[config.mk]
export PLATFORM = sky130hd
export DESIGN_NAME = nfc_frame_deframer_unit
export DESIGN_NICKNAME = d
export VERILOG_FILES = /design/src/hw/rtl/nfd_pkg.sv /design/src/hw/rtl/nfc_frame_deframer_unit.sv /design/src/hw/rtl/nfd_in_reg.sv /design/src/hw/rtl/nfd_core.sv /design/src/hw/rtl/nfd_out_reg.sv
export SDC_FILE = /design/constraint.sdc
export NUM_CORES = 1
export LEC_CHECK = 0
export BUFFER_PORTS_ARGS = -buffer_cell sky130_fd_sc_hd__buf_2
export CAP_MARGIN = 40
export CORE_MARGIN = 4
export CORE_UTILIZATION = 50
export DETAILED_ROUTE_END_ITERATION = 8
export GPL_TIMING_DRIVEN = 0
export PLACE_DENSITY_LB_ADDON = 0.15
export SYNTH_ARGS = -nofsm -noshare
export SYNTH_HDL_FRONTEND = slang
export SYNTH_SLANG_ARGS = --single-unit
export TNS_END_PERCENT = 100
[constraint.sdc]
create_clock -name clk -period 10.4 [get_ports clk]
set_clock_uncertainty 0.15 [all_clocks]
set_input_delay 0.52 -clock clk [delete_from_list [all_inputs] [get_ports clk]]
set_output_delay 0.52 -clock clk [all_outputs]
set_load 0.01 [all_outputs]
[src/hw/rtl/nfd_pkg.sv]
// shared types and codes of the nfc frame deframer
package nfd_pkg;

  localparam logic [7:0]  DIR_BYTE         = 8'hD5;
  localparam logic [7:0]  START_HI         = 8'hFF;
  localparam logic [7:0]  START_LO         = 8'h00;
  localparam logic [15:0] MAX_PAYLOAD_RST  = 16'd255;
  localparam logic [15:0] MIN_FRAME_LENGTH = 16'd2;

  // input command codes
  localparam logic CMD_BYTE    = 1'b0;
  localparam logic CMD_TIMEOUT = 1'b1;

  // result kinds
  localparam logic KIND_DATA   = 1'b0;
  localparam logic KIND_STATUS = 1'b1;

  typedef enum logic [2:0] {
    ST_OK           = 3'd0,
    ST_BAD_LCS      = 3'd1,
    ST_BAD_DIR      = 3'd2,
    ST_SHORT_LENGTH = 3'd3,
    ST_OVER_LENGTH  = 3'd4,
    ST_BAD_DCS      = 3'd5,
    ST_BAD_POST     = 3'd6,
    ST_TIMEOUT      = 3'd7
  } status_t;

  typedef struct packed {
    logic       cmd;
    logic [7:0] rx_byte;
  } in_item_t;

  typedef struct packed {
    logic        kind;
    logic [7:0]  payload_byte;
    logic [2:0]  status;
    logic [7:0]  response_code;
    logic [15:0] payload_length;
    logic        is_last;
  } out_item_t;

  // handshake between the pipeline stages
  typedef struct packed {
    logic advance;
    logic space;
  } pipe_ctl_t;

endpackage

[src/hw/rtl/nfc_frame_deframer_unit.sv]
// top level of the nfc frame deframer
//
//  channel | direction | handshake            | content
//  in_     | input     | in_valid / in_ready   | in_item: cmd, rx_byte
//  out_    | output    | out_valid / out_ready | out_item: payload byte or status
//  cfg_    | input     | cfg_valid / cfg_ready | cfg_data: max_payload
//
// one item per cycle unless the result register stalls; out_valid rises at the edge that
// takes the held item from the input register through the parse step into the result register
// items that give no result pass through the parser without using the result register
// a stalled result register holds the parser and, once the input register is full, in_ready
// reset (rst_n low, synchronous) returns to start code hunting, max_payload to 255
// cfg_ready is always high
module nfc_frame_deframer_unit (
  input  logic               clk,
  input  logic               rst_n,
  input  logic               in_valid,
  output logic               in_ready,
  input  nfd_pkg::in_item_t  in_item,
  output logic               out_valid,
  input  logic               out_ready,
  output nfd_pkg::out_item_t out_item,
  input  logic               cfg_valid,
  output logic               cfg_ready,
  input  logic [15:0]        cfg_data
);
  import nfd_pkg::*;

  logic        hold_valid;
  in_item_t    hold_item;
  pipe_ctl_t   ctl;
  logic        space;
  logic        res_valid;
  out_item_t   res;
  logic [15:0] max_payload_r;

  assign cfg_ready   = 1'b1;
  assign ctl.space   = space;
  assign ctl.advance = hold_valid && space;

  always_ff @(posedge clk) begin
    if (!rst_n) begin
      max_payload_r <= MAX_PAYLOAD_RST;
    end else if (cfg_valid && cfg_ready) begin
      max_payload_r <= cfg_data;
    end
  end

  nfd_in_reg u_in_reg (
    .clk        (clk),
    .rst_n      (rst_n),
    .in_valid   (in_valid),
    .in_ready   (in_ready),
    .in_item    (in_item),
    .ctl        (ctl),
    .hold_valid (hold_valid),
    .hold_item  (hold_item)
  );

  nfd_core u_core (
    .clk         (clk),
    .rst_n       (rst_n),
    .step        (ctl.advance),
    .item        (hold_item),
    .max_payload (max_payload_r),
    .res_valid   (res_valid),
    .res         (res)
  );

  nfd_out_reg u_out_reg (
    .clk       (clk),
    .rst_n     (rst_n),
    .load      (ctl.advance && res_valid),
    .res       (res),
    .space     (space),
    .out_valid (out_valid),
    .out_ready (out_ready),
    .out_item  (out_item)
  );

endmodule

[src/hw/rtl/nfd_in_reg.sv]
// input register stage of the nfc frame deframer
module nfd_in_reg (
  input  logic               clk,
  input  logic               rst_n,
  input  logic               in_valid,
  output logic               in_ready,
  input  nfd_pkg::in_item_t  in_item,
  input  nfd_pkg::pipe_ctl_t ctl,
  output logic               hold_valid,
  output nfd_pkg::in_item_t  hold_item
);
  import nfd_pkg::*;

  logic     valid_r;
  logic     valid_nxt;
  in_item_t item_r;

  // the held item moves on in the same cycle a new one can enter
  assign in_ready   = !valid_r || ctl.space;
  assign hold_valid = valid_r;
  assign hold_item  = item_r;

  always_comb begin
    valid_nxt = valid_r;
    if (in_valid && in_ready) begin
      valid_nxt = 1'b1;
    end else if (ctl.advance) begin
      valid_nxt = 1'b0;
    end
  end

  always_ff @(posedge clk) begin
    if (!rst_n) begin
      valid_r <= 1'b0;
    end else begin
      valid_r <= valid_nxt;
    end
  end

  always_ff @(posedge clk) begin
    if (in_valid && in_ready) begin
      item_r <= in_item;
    end
  end

endmodule

[src/hw/rtl/nfd_core.sv]
// frame parser: phase machine, length and checksum tracking, result forming
module nfd_core (
  input  logic               clk,
  input  logic               rst_n,
  input  logic               step,
  input  nfd_pkg::in_item_t  item,
  input  logic [15:0]        max_payload,
  output logic               res_valid,
  output nfd_pkg::out_item_t res
);
  import nfd_pkg::*;

  typedef enum logic [10:0] {
    PH_HUNT = 11'b000_0000_0001,
    PH_LEN  = 11'b000_0000_0010,
    PH_LCS  = 11'b000_0000_0100,
    PH_EHI  = 11'b000_0000_1000,
    PH_ELO  = 11'b000_0001_0000,
    PH_ELCS = 11'b000_0010_0000,
    PH_DIR  = 11'b000_0100_0000,
    PH_CODE = 11'b000_1000_0000,
    PH_DATA = 11'b001_0000_0000,
    PH_DCS  = 11'b010_0000_0000,
    PH_POST = 11'b100_0000_0000
  } phase_t;

  phase_t      phase_r,  phase_nxt;
  logic [7:0]  prev_r,   prev_nxt;
  logic [15:0] flen_r,   flen_nxt;
  logic [15:0] left_r,   left_nxt;
  logic [7:0]  dsum_r,   dsum_nxt;
  logic [7:0]  hsum_r,   hsum_nxt;
  logic [7:0]  resp_r,   resp_nxt;

  logic [7:0]  b;
  logic [15:0] pcount;
  logic [7:0]  hsum_add;
  logic [7:0]  dsum_add;
  logic        emit;
  logic        fin;
  status_t     fin_st;

  assign b        = item.rx_byte;
  assign pcount   = flen_r - MIN_FRAME_LENGTH;
  assign hsum_add = hsum_r + b;
  assign dsum_add = dsum_r + b;

  always_comb begin
    phase_nxt = phase_r;
    prev_nxt  = prev_r;
    flen_nxt  = flen_r;
    left_nxt  = left_r;
    dsum_nxt  = dsum_r;
    hsum_nxt  = hsum_r;
    resp_nxt  = resp_r;
    emit      = 1'b0;
    fin       = 1'b0;
    fin_st    = ST_OK;

    if (item.cmd == CMD_TIMEOUT) begin
      fin    = 1'b1;
      fin_st = ST_TIMEOUT;
    end else begin
      unique case (phase_r)
        PH_HUNT: begin
          if (prev_r == START_LO && b == START_HI) begin
            prev_nxt  = 8'hFF;
            resp_nxt  = 8'h00;
            phase_nxt = PH_LEN;
          end else begin
            prev_nxt = b;
          end
        end
        PH_LEN: begin
          hsum_nxt  = b;
          phase_nxt = PH_LCS;
        end
        PH_LCS: begin
          // LEN and LCS both FF mark the extended length form
          if (hsum_r == 8'hFF && b == 8'hFF) begin
            phase_nxt = PH_EHI;
          end else if (hsum_add != 8'h00) begin
            fin    = 1'b1;
            fin_st = ST_BAD_LCS;
          end else begin
            flen_nxt  = {8'h00, hsum_r};
            phase_nxt = PH_DIR;
          end
        end
        PH_EHI: begin
          hsum_nxt  = b;
          flen_nxt  = {b, 8'h00};
          phase_nxt = PH_ELO;
        end
        PH_ELO: begin
          hsum_nxt  = hsum_add;
          flen_nxt  = {flen_r[15:8], b};
          phase_nxt = PH_ELCS;
        end
        PH_ELCS: begin
          if (hsum_add != 8'h00) begin
            fin    = 1'b1;
            fin_st = ST_BAD_LCS;
          end else begin
            phase_nxt = PH_DIR;
          end
        end
        PH_DIR: begin
          if (b != DIR_BYTE) begin
            fin    = 1'b1;
            fin_st = ST_BAD_DIR;
          end else begin
            phase_nxt = PH_CODE;
          end
        end
        PH_CODE: begin
          resp_nxt = b;
          dsum_nxt = DIR_BYTE + b;
          if (flen_r < MIN_FRAME_LENGTH) begin
            fin    = 1'b1;
            fin_st = ST_SHORT_LENGTH;
          end else if (pcount > max_payload) begin
            fin    = 1'b1;
            fin_st = ST_OVER_LENGTH;
          end else begin
            left_nxt  = pcount;
            phase_nxt = (pcount != 16'd0) ? PH_DATA : PH_DCS;
          end
        end
        PH_DATA: begin
          dsum_nxt = dsum_add;
          left_nxt = left_r - 16'd1;
          emit     = 1'b1;
          if (left_r == 16'd1) begin
            phase_nxt = PH_DCS;
          end
        end
        PH_DCS: begin
          dsum_nxt  = dsum_add;
          phase_nxt = PH_POST;
        end
        PH_POST: begin
          fin = 1'b1;
          // checksum error wins over a bad postamble
          if (dsum_r != 8'h00) begin
            fin_st = ST_BAD_DCS;
          end else if (b != 8'h00) begin
            fin_st = ST_BAD_POST;
          end else begin
            fin_st = ST_OK;
          end
        end
        default: begin
          phase_nxt = PH_HUNT;
          prev_nxt  = 8'hFF;
        end
      endcase
    end

    if (fin) begin
      phase_nxt = PH_HUNT;
      prev_nxt  = 8'hFF;
    end
  end

  always_comb begin
    res_valid = emit || fin;
    if (fin) begin
      res.kind           = KIND_STATUS;
      res.payload_byte   = 8'h00;
      res.status         = fin_st;
      res.response_code  = (fin_st == ST_OK) ? resp_r : 8'h00;
      res.payload_length = (fin_st == ST_OK) ? pcount : 16'd0;
      res.is_last        = 1'b1;
    end else begin
      res.kind           = KIND_DATA;
      res.payload_byte   = b;
      res.status         = ST_OK;
      res.response_code  = resp_r;
      res.payload_length = pcount;
      res.is_last        = 1'b0;
    end
  end

  always_ff @(posedge clk) begin
    if (!rst_n) begin
      phase_r <= PH_HUNT;
      prev_r  <= 8'hFF;
      flen_r  <= 16'd0;
      left_r  <= 16'd0;
      dsum_r  <= 8'h00;
      hsum_r  <= 8'h00;
      resp_r  <= 8'h00;
    end else if (step) begin
      phase_r <= phase_nxt;
      prev_r  <= prev_nxt;
      flen_r  <= flen_nxt;
      left_r  <= left_nxt;
      dsum_r  <= dsum_nxt;
      hsum_r  <= hsum_nxt;
      resp_r  <= resp_nxt;
    end
  end

endmodule

[src/hw/rtl/nfd_out_reg.sv]
// result register stage of the nfc frame deframer
module nfd_out_reg (
  input  logic               clk,
  input  logic               rst_n,
  input  logic               load,
  input  nfd_pkg::out_item_t res,
  output logic               space,
  output logic               out_valid,
  input  logic               out_ready,
  output nfd_pkg::out_item_t out_item
);
  import nfd_pkg::*;

  logic      valid_r;
  logic      valid_nxt;
  out_item_t item_r;

  assign space     = !valid_r || out_ready;
  assign out_valid = valid_r;
  assign out_item  = item_r;

  always_comb begin
    valid_nxt = valid_r;
    if (load) begin
      valid_nxt = 1'b1;
    end else if (out_ready) begin
      valid_nxt = 1'b0;
    end
  end

  always_ff @(posedge clk) begin
    if (!rst_n) begin
      valid_r <= 1'b0;
    end else begin
      valid_r <= valid_nxt;
    end
  end

  always_ff @(posedge clk) begin
    if (load) begin
      item_r <= res;
    end
  end

endmodule

# After elaboration in Yosys (flattened, before gate mapping)
# Cells that the tools add are included.
# word_totals
regBits	139
output_inout_bits	40
word_cells	141
# op_classes
n_addsub	5
order_cmp	2
n_eq_ne	28
n_mux	50
bitwise_logic	2
reduce_logical	35
# op_table
operator	n
one-hot mux 11 bit (11 select lines)	1
two-way mux 11 bit	9
two-way mux 16 bit	5
one-hot mux 8 bit (2 select lines)	4
one-hot mux 16 bit (3 select lines)	1
two-way mux 8 bit	5
two-way mux 37 bit	1
one-hot mux 16 bit (2 select lines)	1
nonzero test 8 bit	3
two-way mux 3 bit	6
adder 8 bit	2
== test 16 x 1 -> 1 bit (second input constant)	1
== test 8 bit (second input constant)	2
greater-than comparator 16 bit	1
less-than comparator 16 x 2 -> 1 bit (second input constant)	1
nonzero test 16 bit	1
subtractor 16 x 1 -> 16 bit (second input constant)	1
subtractor 16 x 2 -> 16 bit (second input constant)	1
one-hot mux 3 bit (5 select lines)	1
nonzero test 2 bit	7
two-way mux 1 bit	13
== test 11 x 1 -> 1 bit (second input constant)	1
== test 11 x 10 -> 1 bit (second input constant)	1
== test 11 bit (second input constant)	1
31 further kinds	52

# Logic depth before layout (Yosys ltp)
# logic_depth
ltp_word	9
mapped_depth	16
depth_no_buf	14

# By module
# A second synthesis with hierarchy kept.
# unflattened
hier_cells	853
area_unflattened_um2	7697.4
# modules_own_cells
module	instances	cells_per_inst	area_per_inst_um2	seq_area_each_um2
nfd_core	1	743	5597.9	1501.4
nfd_out_reg	1	41	1159.9	1131.1
nfc_frame_deframer_unit	1	55	619.3	320.3
nfd_in_reg	1	14	320.3	290.3

# Least setup slack after synthesis
# Ideal clock, no wire load.
# synth_path
kind	reg-to-reg
from	register u_core.flen_r[8]
to	register u_out_reg.item_r, in the netlist u_out_reg.out_item[10], enable pin
setup_time_ns	0.441
t_arrival_ns	5.049
required_ns	9.809
slack_ns	4.760
path_stages_with_launch	15
n_path_buf	1
synth_period_minus_slack_ns	5.640
path_cell_list	dfxtp_1 -> or4_1 -> or3_1 -> or2_2 -> xor2_1 -> inv_1 -> ha_1 -> nand4_1 -> nor3_1 -> o21ai_0 -> nand4_1 -> and2_1 -> clkbuf_1 -> nor3_1 -> a21oi_1
# synth_via
elab_chain_cells	8
elab_cells_between_ends	9
cone_classes	add/sub: 1; order compare: 2; mux: 4; reduce/logical: 2
# synth_lines
item	line	text
from (decl)	nfd_core.sv:29	logic [15:0] flen_r, flen_nxt;
from (signal assigned)	nfd_core.sv:197	flen_r <= flen_nxt;
subtractor 16 x 2 -> 16 bit	nfd_core.sv:44	assign pcount = flen_r - MIN_FRAME_LENGTH;
greater-than comparator 16 bit	nfd_core.sv:122	end else if (pcount > max_payload) begin
two-way mux 1 bit	nfd_core.sv:122	
two-way mux 1 bit (*)	nfd_core.sv:119	if (flen_r < MIN_FRAME_LENGTH) begin
one-hot mux 1 bit (5 select lines) (*)	nfd_core.sv:64	unique case (phase_r)
two-way mux 1 bit (*)	nfd_core.sv:60	if (item.cmd == CMD_TIMEOUT) begin
logical OR 1 bit (*)	nfd_core.sv:167	res_valid = emit || fin;
logical AND 1 bit (*)	nfc_frame_deframer_unit.sv:73	.load (ctl.advance && res_valid),
named net u_out_reg.load	nfd_out_reg.sv:5	input logic load,
to (signal assigned)	nfd_out_reg.sv:41	item_r <= res;
to (decl)	nfd_out_reg.sv:16	out_item_t item_r;
# Mark *: on every way through the listed nets, which the timed path passes. The rest lies on a longest branch.
# A chain may end at the register's enable or synchronous reset.

# Worst setup path in the final report
# layout_path
from	register u_core.flen_r[1]
to	register u_out_reg.item_r, in the netlist u_out_reg.out_item[15], enable pin
# The elaborated chain is that of the path after synthesis.

==> results.ini <==
[worst_setup_path]
reg2reg_to=u_out_reg.out_item[15]
slowest_stage=nor3b_1
rrSetupSlack_ns=5.01
endpoint=u_out_reg.out_item[15]
required_ns=10.37
cp.depth=16
max_stage_delay_ns=0.68
cp_data_arrival_time_ns=5.36
crit_chain=inv_1 -> ha_1 -> nor3b_1 -> nand2_1 -> nor3_1 -> xor2_1 -> ha_1 -> nand4_1 -> nor3_1 -> o21ai_0 -> nand4_1 -> and2_1 -> clkbuf_1 -> nor3_1 -> a21oi_4 -> buf_12
end_kind=register
crit_path_max_fanout=27
critPathMostFrequentCell=nor3_1
cp_num_buf_inv=3
startpoint=u_core.flen_r[1]
critPathTopFamily=simple AND/OR/NAND/NOR gates
critPathLaunchType=register
r2r_start=u_core.flen_r[1]
worstSetupPathType=reg2reg
worstRegToRegCells=16

[yosys]
async_flop_share=0
yosys.cell_count.top_type=nor2_1
syn_inst=888
yosysWarnings=0
synth_edf_count=45
synth_compound_area_frac=0.194
synth_mux_area_frac=0.0129
synth.distinct_cells=75
ys_ff_latch=138
ys_seq_area_frac=0.414
dominantRegCellSynth=dfxtp_1
yosys.area_share.simple=0.243
synthXorXnorAreaFrac=0.0248
synth-adder-area-share=0.0584
synth_top_family_by_area=simple AND/OR/NAND/NOR gates
syn_nets=953
synthTopCellsByArea=dfxtp_1 (24%), edfxtp_1 (17%), ha_1 (5.3%)
synth_top_area_frac=0.240
syn_area_per_cell_um2=8.74
synth_area_um2=7760
synth_largest_area_cell=dfxtp_1
netlist_top_cells_count=nor2_1 (96), dfxtp_1 (93), nand2_1 (87)

[die]
io_pins=70
dieArea_um2=17600
chipWidth_um=133
die_height_um=133
core_area_um2=15200
row_count=45
start_util=0.511

[flow_run]
max_cap_viol_count=0

[power_and_ir_drop]
fin_total_pwr_uw=1300
intPower_uw=993
p_sw_frac=0.238
ir_drop_mv=0.120
seqPwrFrac=0.447
p_clk_frac=0.473
p_sw_uw=310
p_leak_uw=0.00341
pwr-share-comb=0.080
p_per_area_nw_per_um2=145

[detailed_routing]
wl_um=21600
firstDrtPassIters=8
via_count=6968
post_drt_wl_per_cell_um=18.4
drt_iter0_markers=535
viasPerCell=5.92
antenna_left=0
drc=0

[sta]
slew_headroom=0.440
finalMaxSlewViolations=0
fin_tns_setup_ns=0
fin_ws_ns=5.01
fmax_ghz=0.185
hold_viol_final=0
fin_crit_sh=0.519
rsz0062_at_grt=false
min_period_ns=5.39
tightest_slew_ns=0.834
final-setup-viol-count=0

[global_routing]
grt_pass1_vias=6651
grt-ovfl-total=0
grtUsageTotal=0.248
grt_pass1_wl_um=34900
grt_max_degree=28
antenna_found_initial=0

[clock_network]
root_buffer=clkbuf_16
cts-resized-gates=0
htree_levels=4
ctsHoldBuffers=0
cts_buffers=17
clk_latency_ns=0.42
cts_tree=done
clock_path_buffers=2
post-cts-setup-buffers=0
clkSlewWorstSetupHoldPaths_ns=0.06
cts.sinks=138

[finish]
drive_above_1_share=0.135
antenna_cells=0
area_growth_pct=15.7
final_core_util=0.590
final_nets=1042

[status]
status=finished clean

[hold_path]
min_path_type=in2reg

[placement]
dp_hpwl_um=15900
place_ws_ns=5.07
globalplace.congestion=0.977
portBuffers=66

[power by group through the flow]
stage	Sequential, µW	Combinational, µW	Clock, µW
CTS	582	104	624
detailed placement	594	103	0
global route	583	117	650
global placement	594	101	0
finish	582	105	616
floorplan	591	70.7	0
[logic make-up after synthesis]
family                   count (synthesis)
AND/OR/NAND/NOR                        373
AO/OA/AOI/OAI                          210
flip-flops                             138
buffers and inverters                   99
adder cells (fa/ha/maj)                 35
XOR/XNOR                                22
multiplexers                            10
other                                    1
[registers in the layout, summed over array words and instances (netlist names)]
signal / cells
u_core.resp_r: 8
u_core.left_r: 16
u_in_reg.hold_valid: 1
u_in_reg.hold_item: 9
u_core.phase_r: 11
u_out_reg.out_valid: 1
max_payload_r: 16
u_core.dsum_r: 8
u_out_reg.out_item: 36
u_core.prev_r: 8
u_core.flen_r: 16
u_core.hsum_r: 8
[worst register-to-register path, stage by stage (launching register included)]
cell	delay (ns)
dfxtp_1	0.39
inv_1	0.18
ha_1	0.20
nor3b_1	0.68
nand2_1	0.15
nor3_1	0.21
xor2_1	0.56
ha_1	0.24
nand4_1	0.16
nor3_1	0.31
o21ai_0	0.14
nand4_1	0.28
and2_1	0.25
clkbuf_1	0.35
nor3_1	0.19
a21oi_4	0.38
buf_12	0.24
[through the flow]
stage | instance area, µm² | hold slack, ns | std cells
2_1_floorplan | 7760 | 0.284 | 888
3_3_place_gp | 8330 | 0.300 | 1142
3_5_place_dp | 8380 | 0.304 | 1146
4_1_cts | 8980 | 0.108 | 1178
5_1_grt | 8980 | 0.108 | 1178
6_report | 8980 | 0.123 | 1178
[cell type report]
type,count,area [µm²]
clock buffer,21,450
buffer,45,205
inverter,54,203
sequential,138,3210
clock inverter,11,148
timing repair buffer,70,370
fill,1387,6230
tap,188,235
multi-input combinational,651,4150
[layout by cell type (no fill, tap or decap), types with 11 or more instances in the layout]
cell type	count
nand2_1	87
nor3b_1	15
nand3_1	15
xnor2_1	14
buf_2	73
o21ai_0	24
clkbuf_16	17
nor4_1	21
a22oi_1	16
nor2_1	96
inv_1	54
nor3_1	41
clkbuf_1	34
a21oi_1	63
ha_1	33
nor2b_1	11
edfxtp_1	45
o211ai_1	11
nand2b_1	18
dfxtp_1	93
nand4_1	13
[per-layer routing]
layer | GRT usage | share of wire | vias up
met5 | 0 | 0 | -
met4 | 0.0976 | 0.033 | 0
met3 | 0.0487 | 0.068 | 48
met2 | 0.400 | 0.46 | 269
met1 | 0.330 | 0.43 | 3210
li1 | - | - | 3441
[how the worst min path moves through the flow]
stage / endpoint / cells after the start / from
after CTS: u_in_reg.hold_item[4] / 1 / in_item[4]
after global routing: u_in_reg.hold_item[8] / 1 / in_item[8]
after floorplan: u_core.dsum_r[6] / 2 / u_core.dsum_r[6]
final: u_in_reg.hold_item[4] / 1 / in_item[4]
after global placement: u_core.dsum_r[0] / 2 / u_core.dsum_r[0]
after detailed placement: u_core.dsum_r[0] / 2 / u_core.dsum_r[0]
Note: power is estimated with default switching activity, not from simulation.
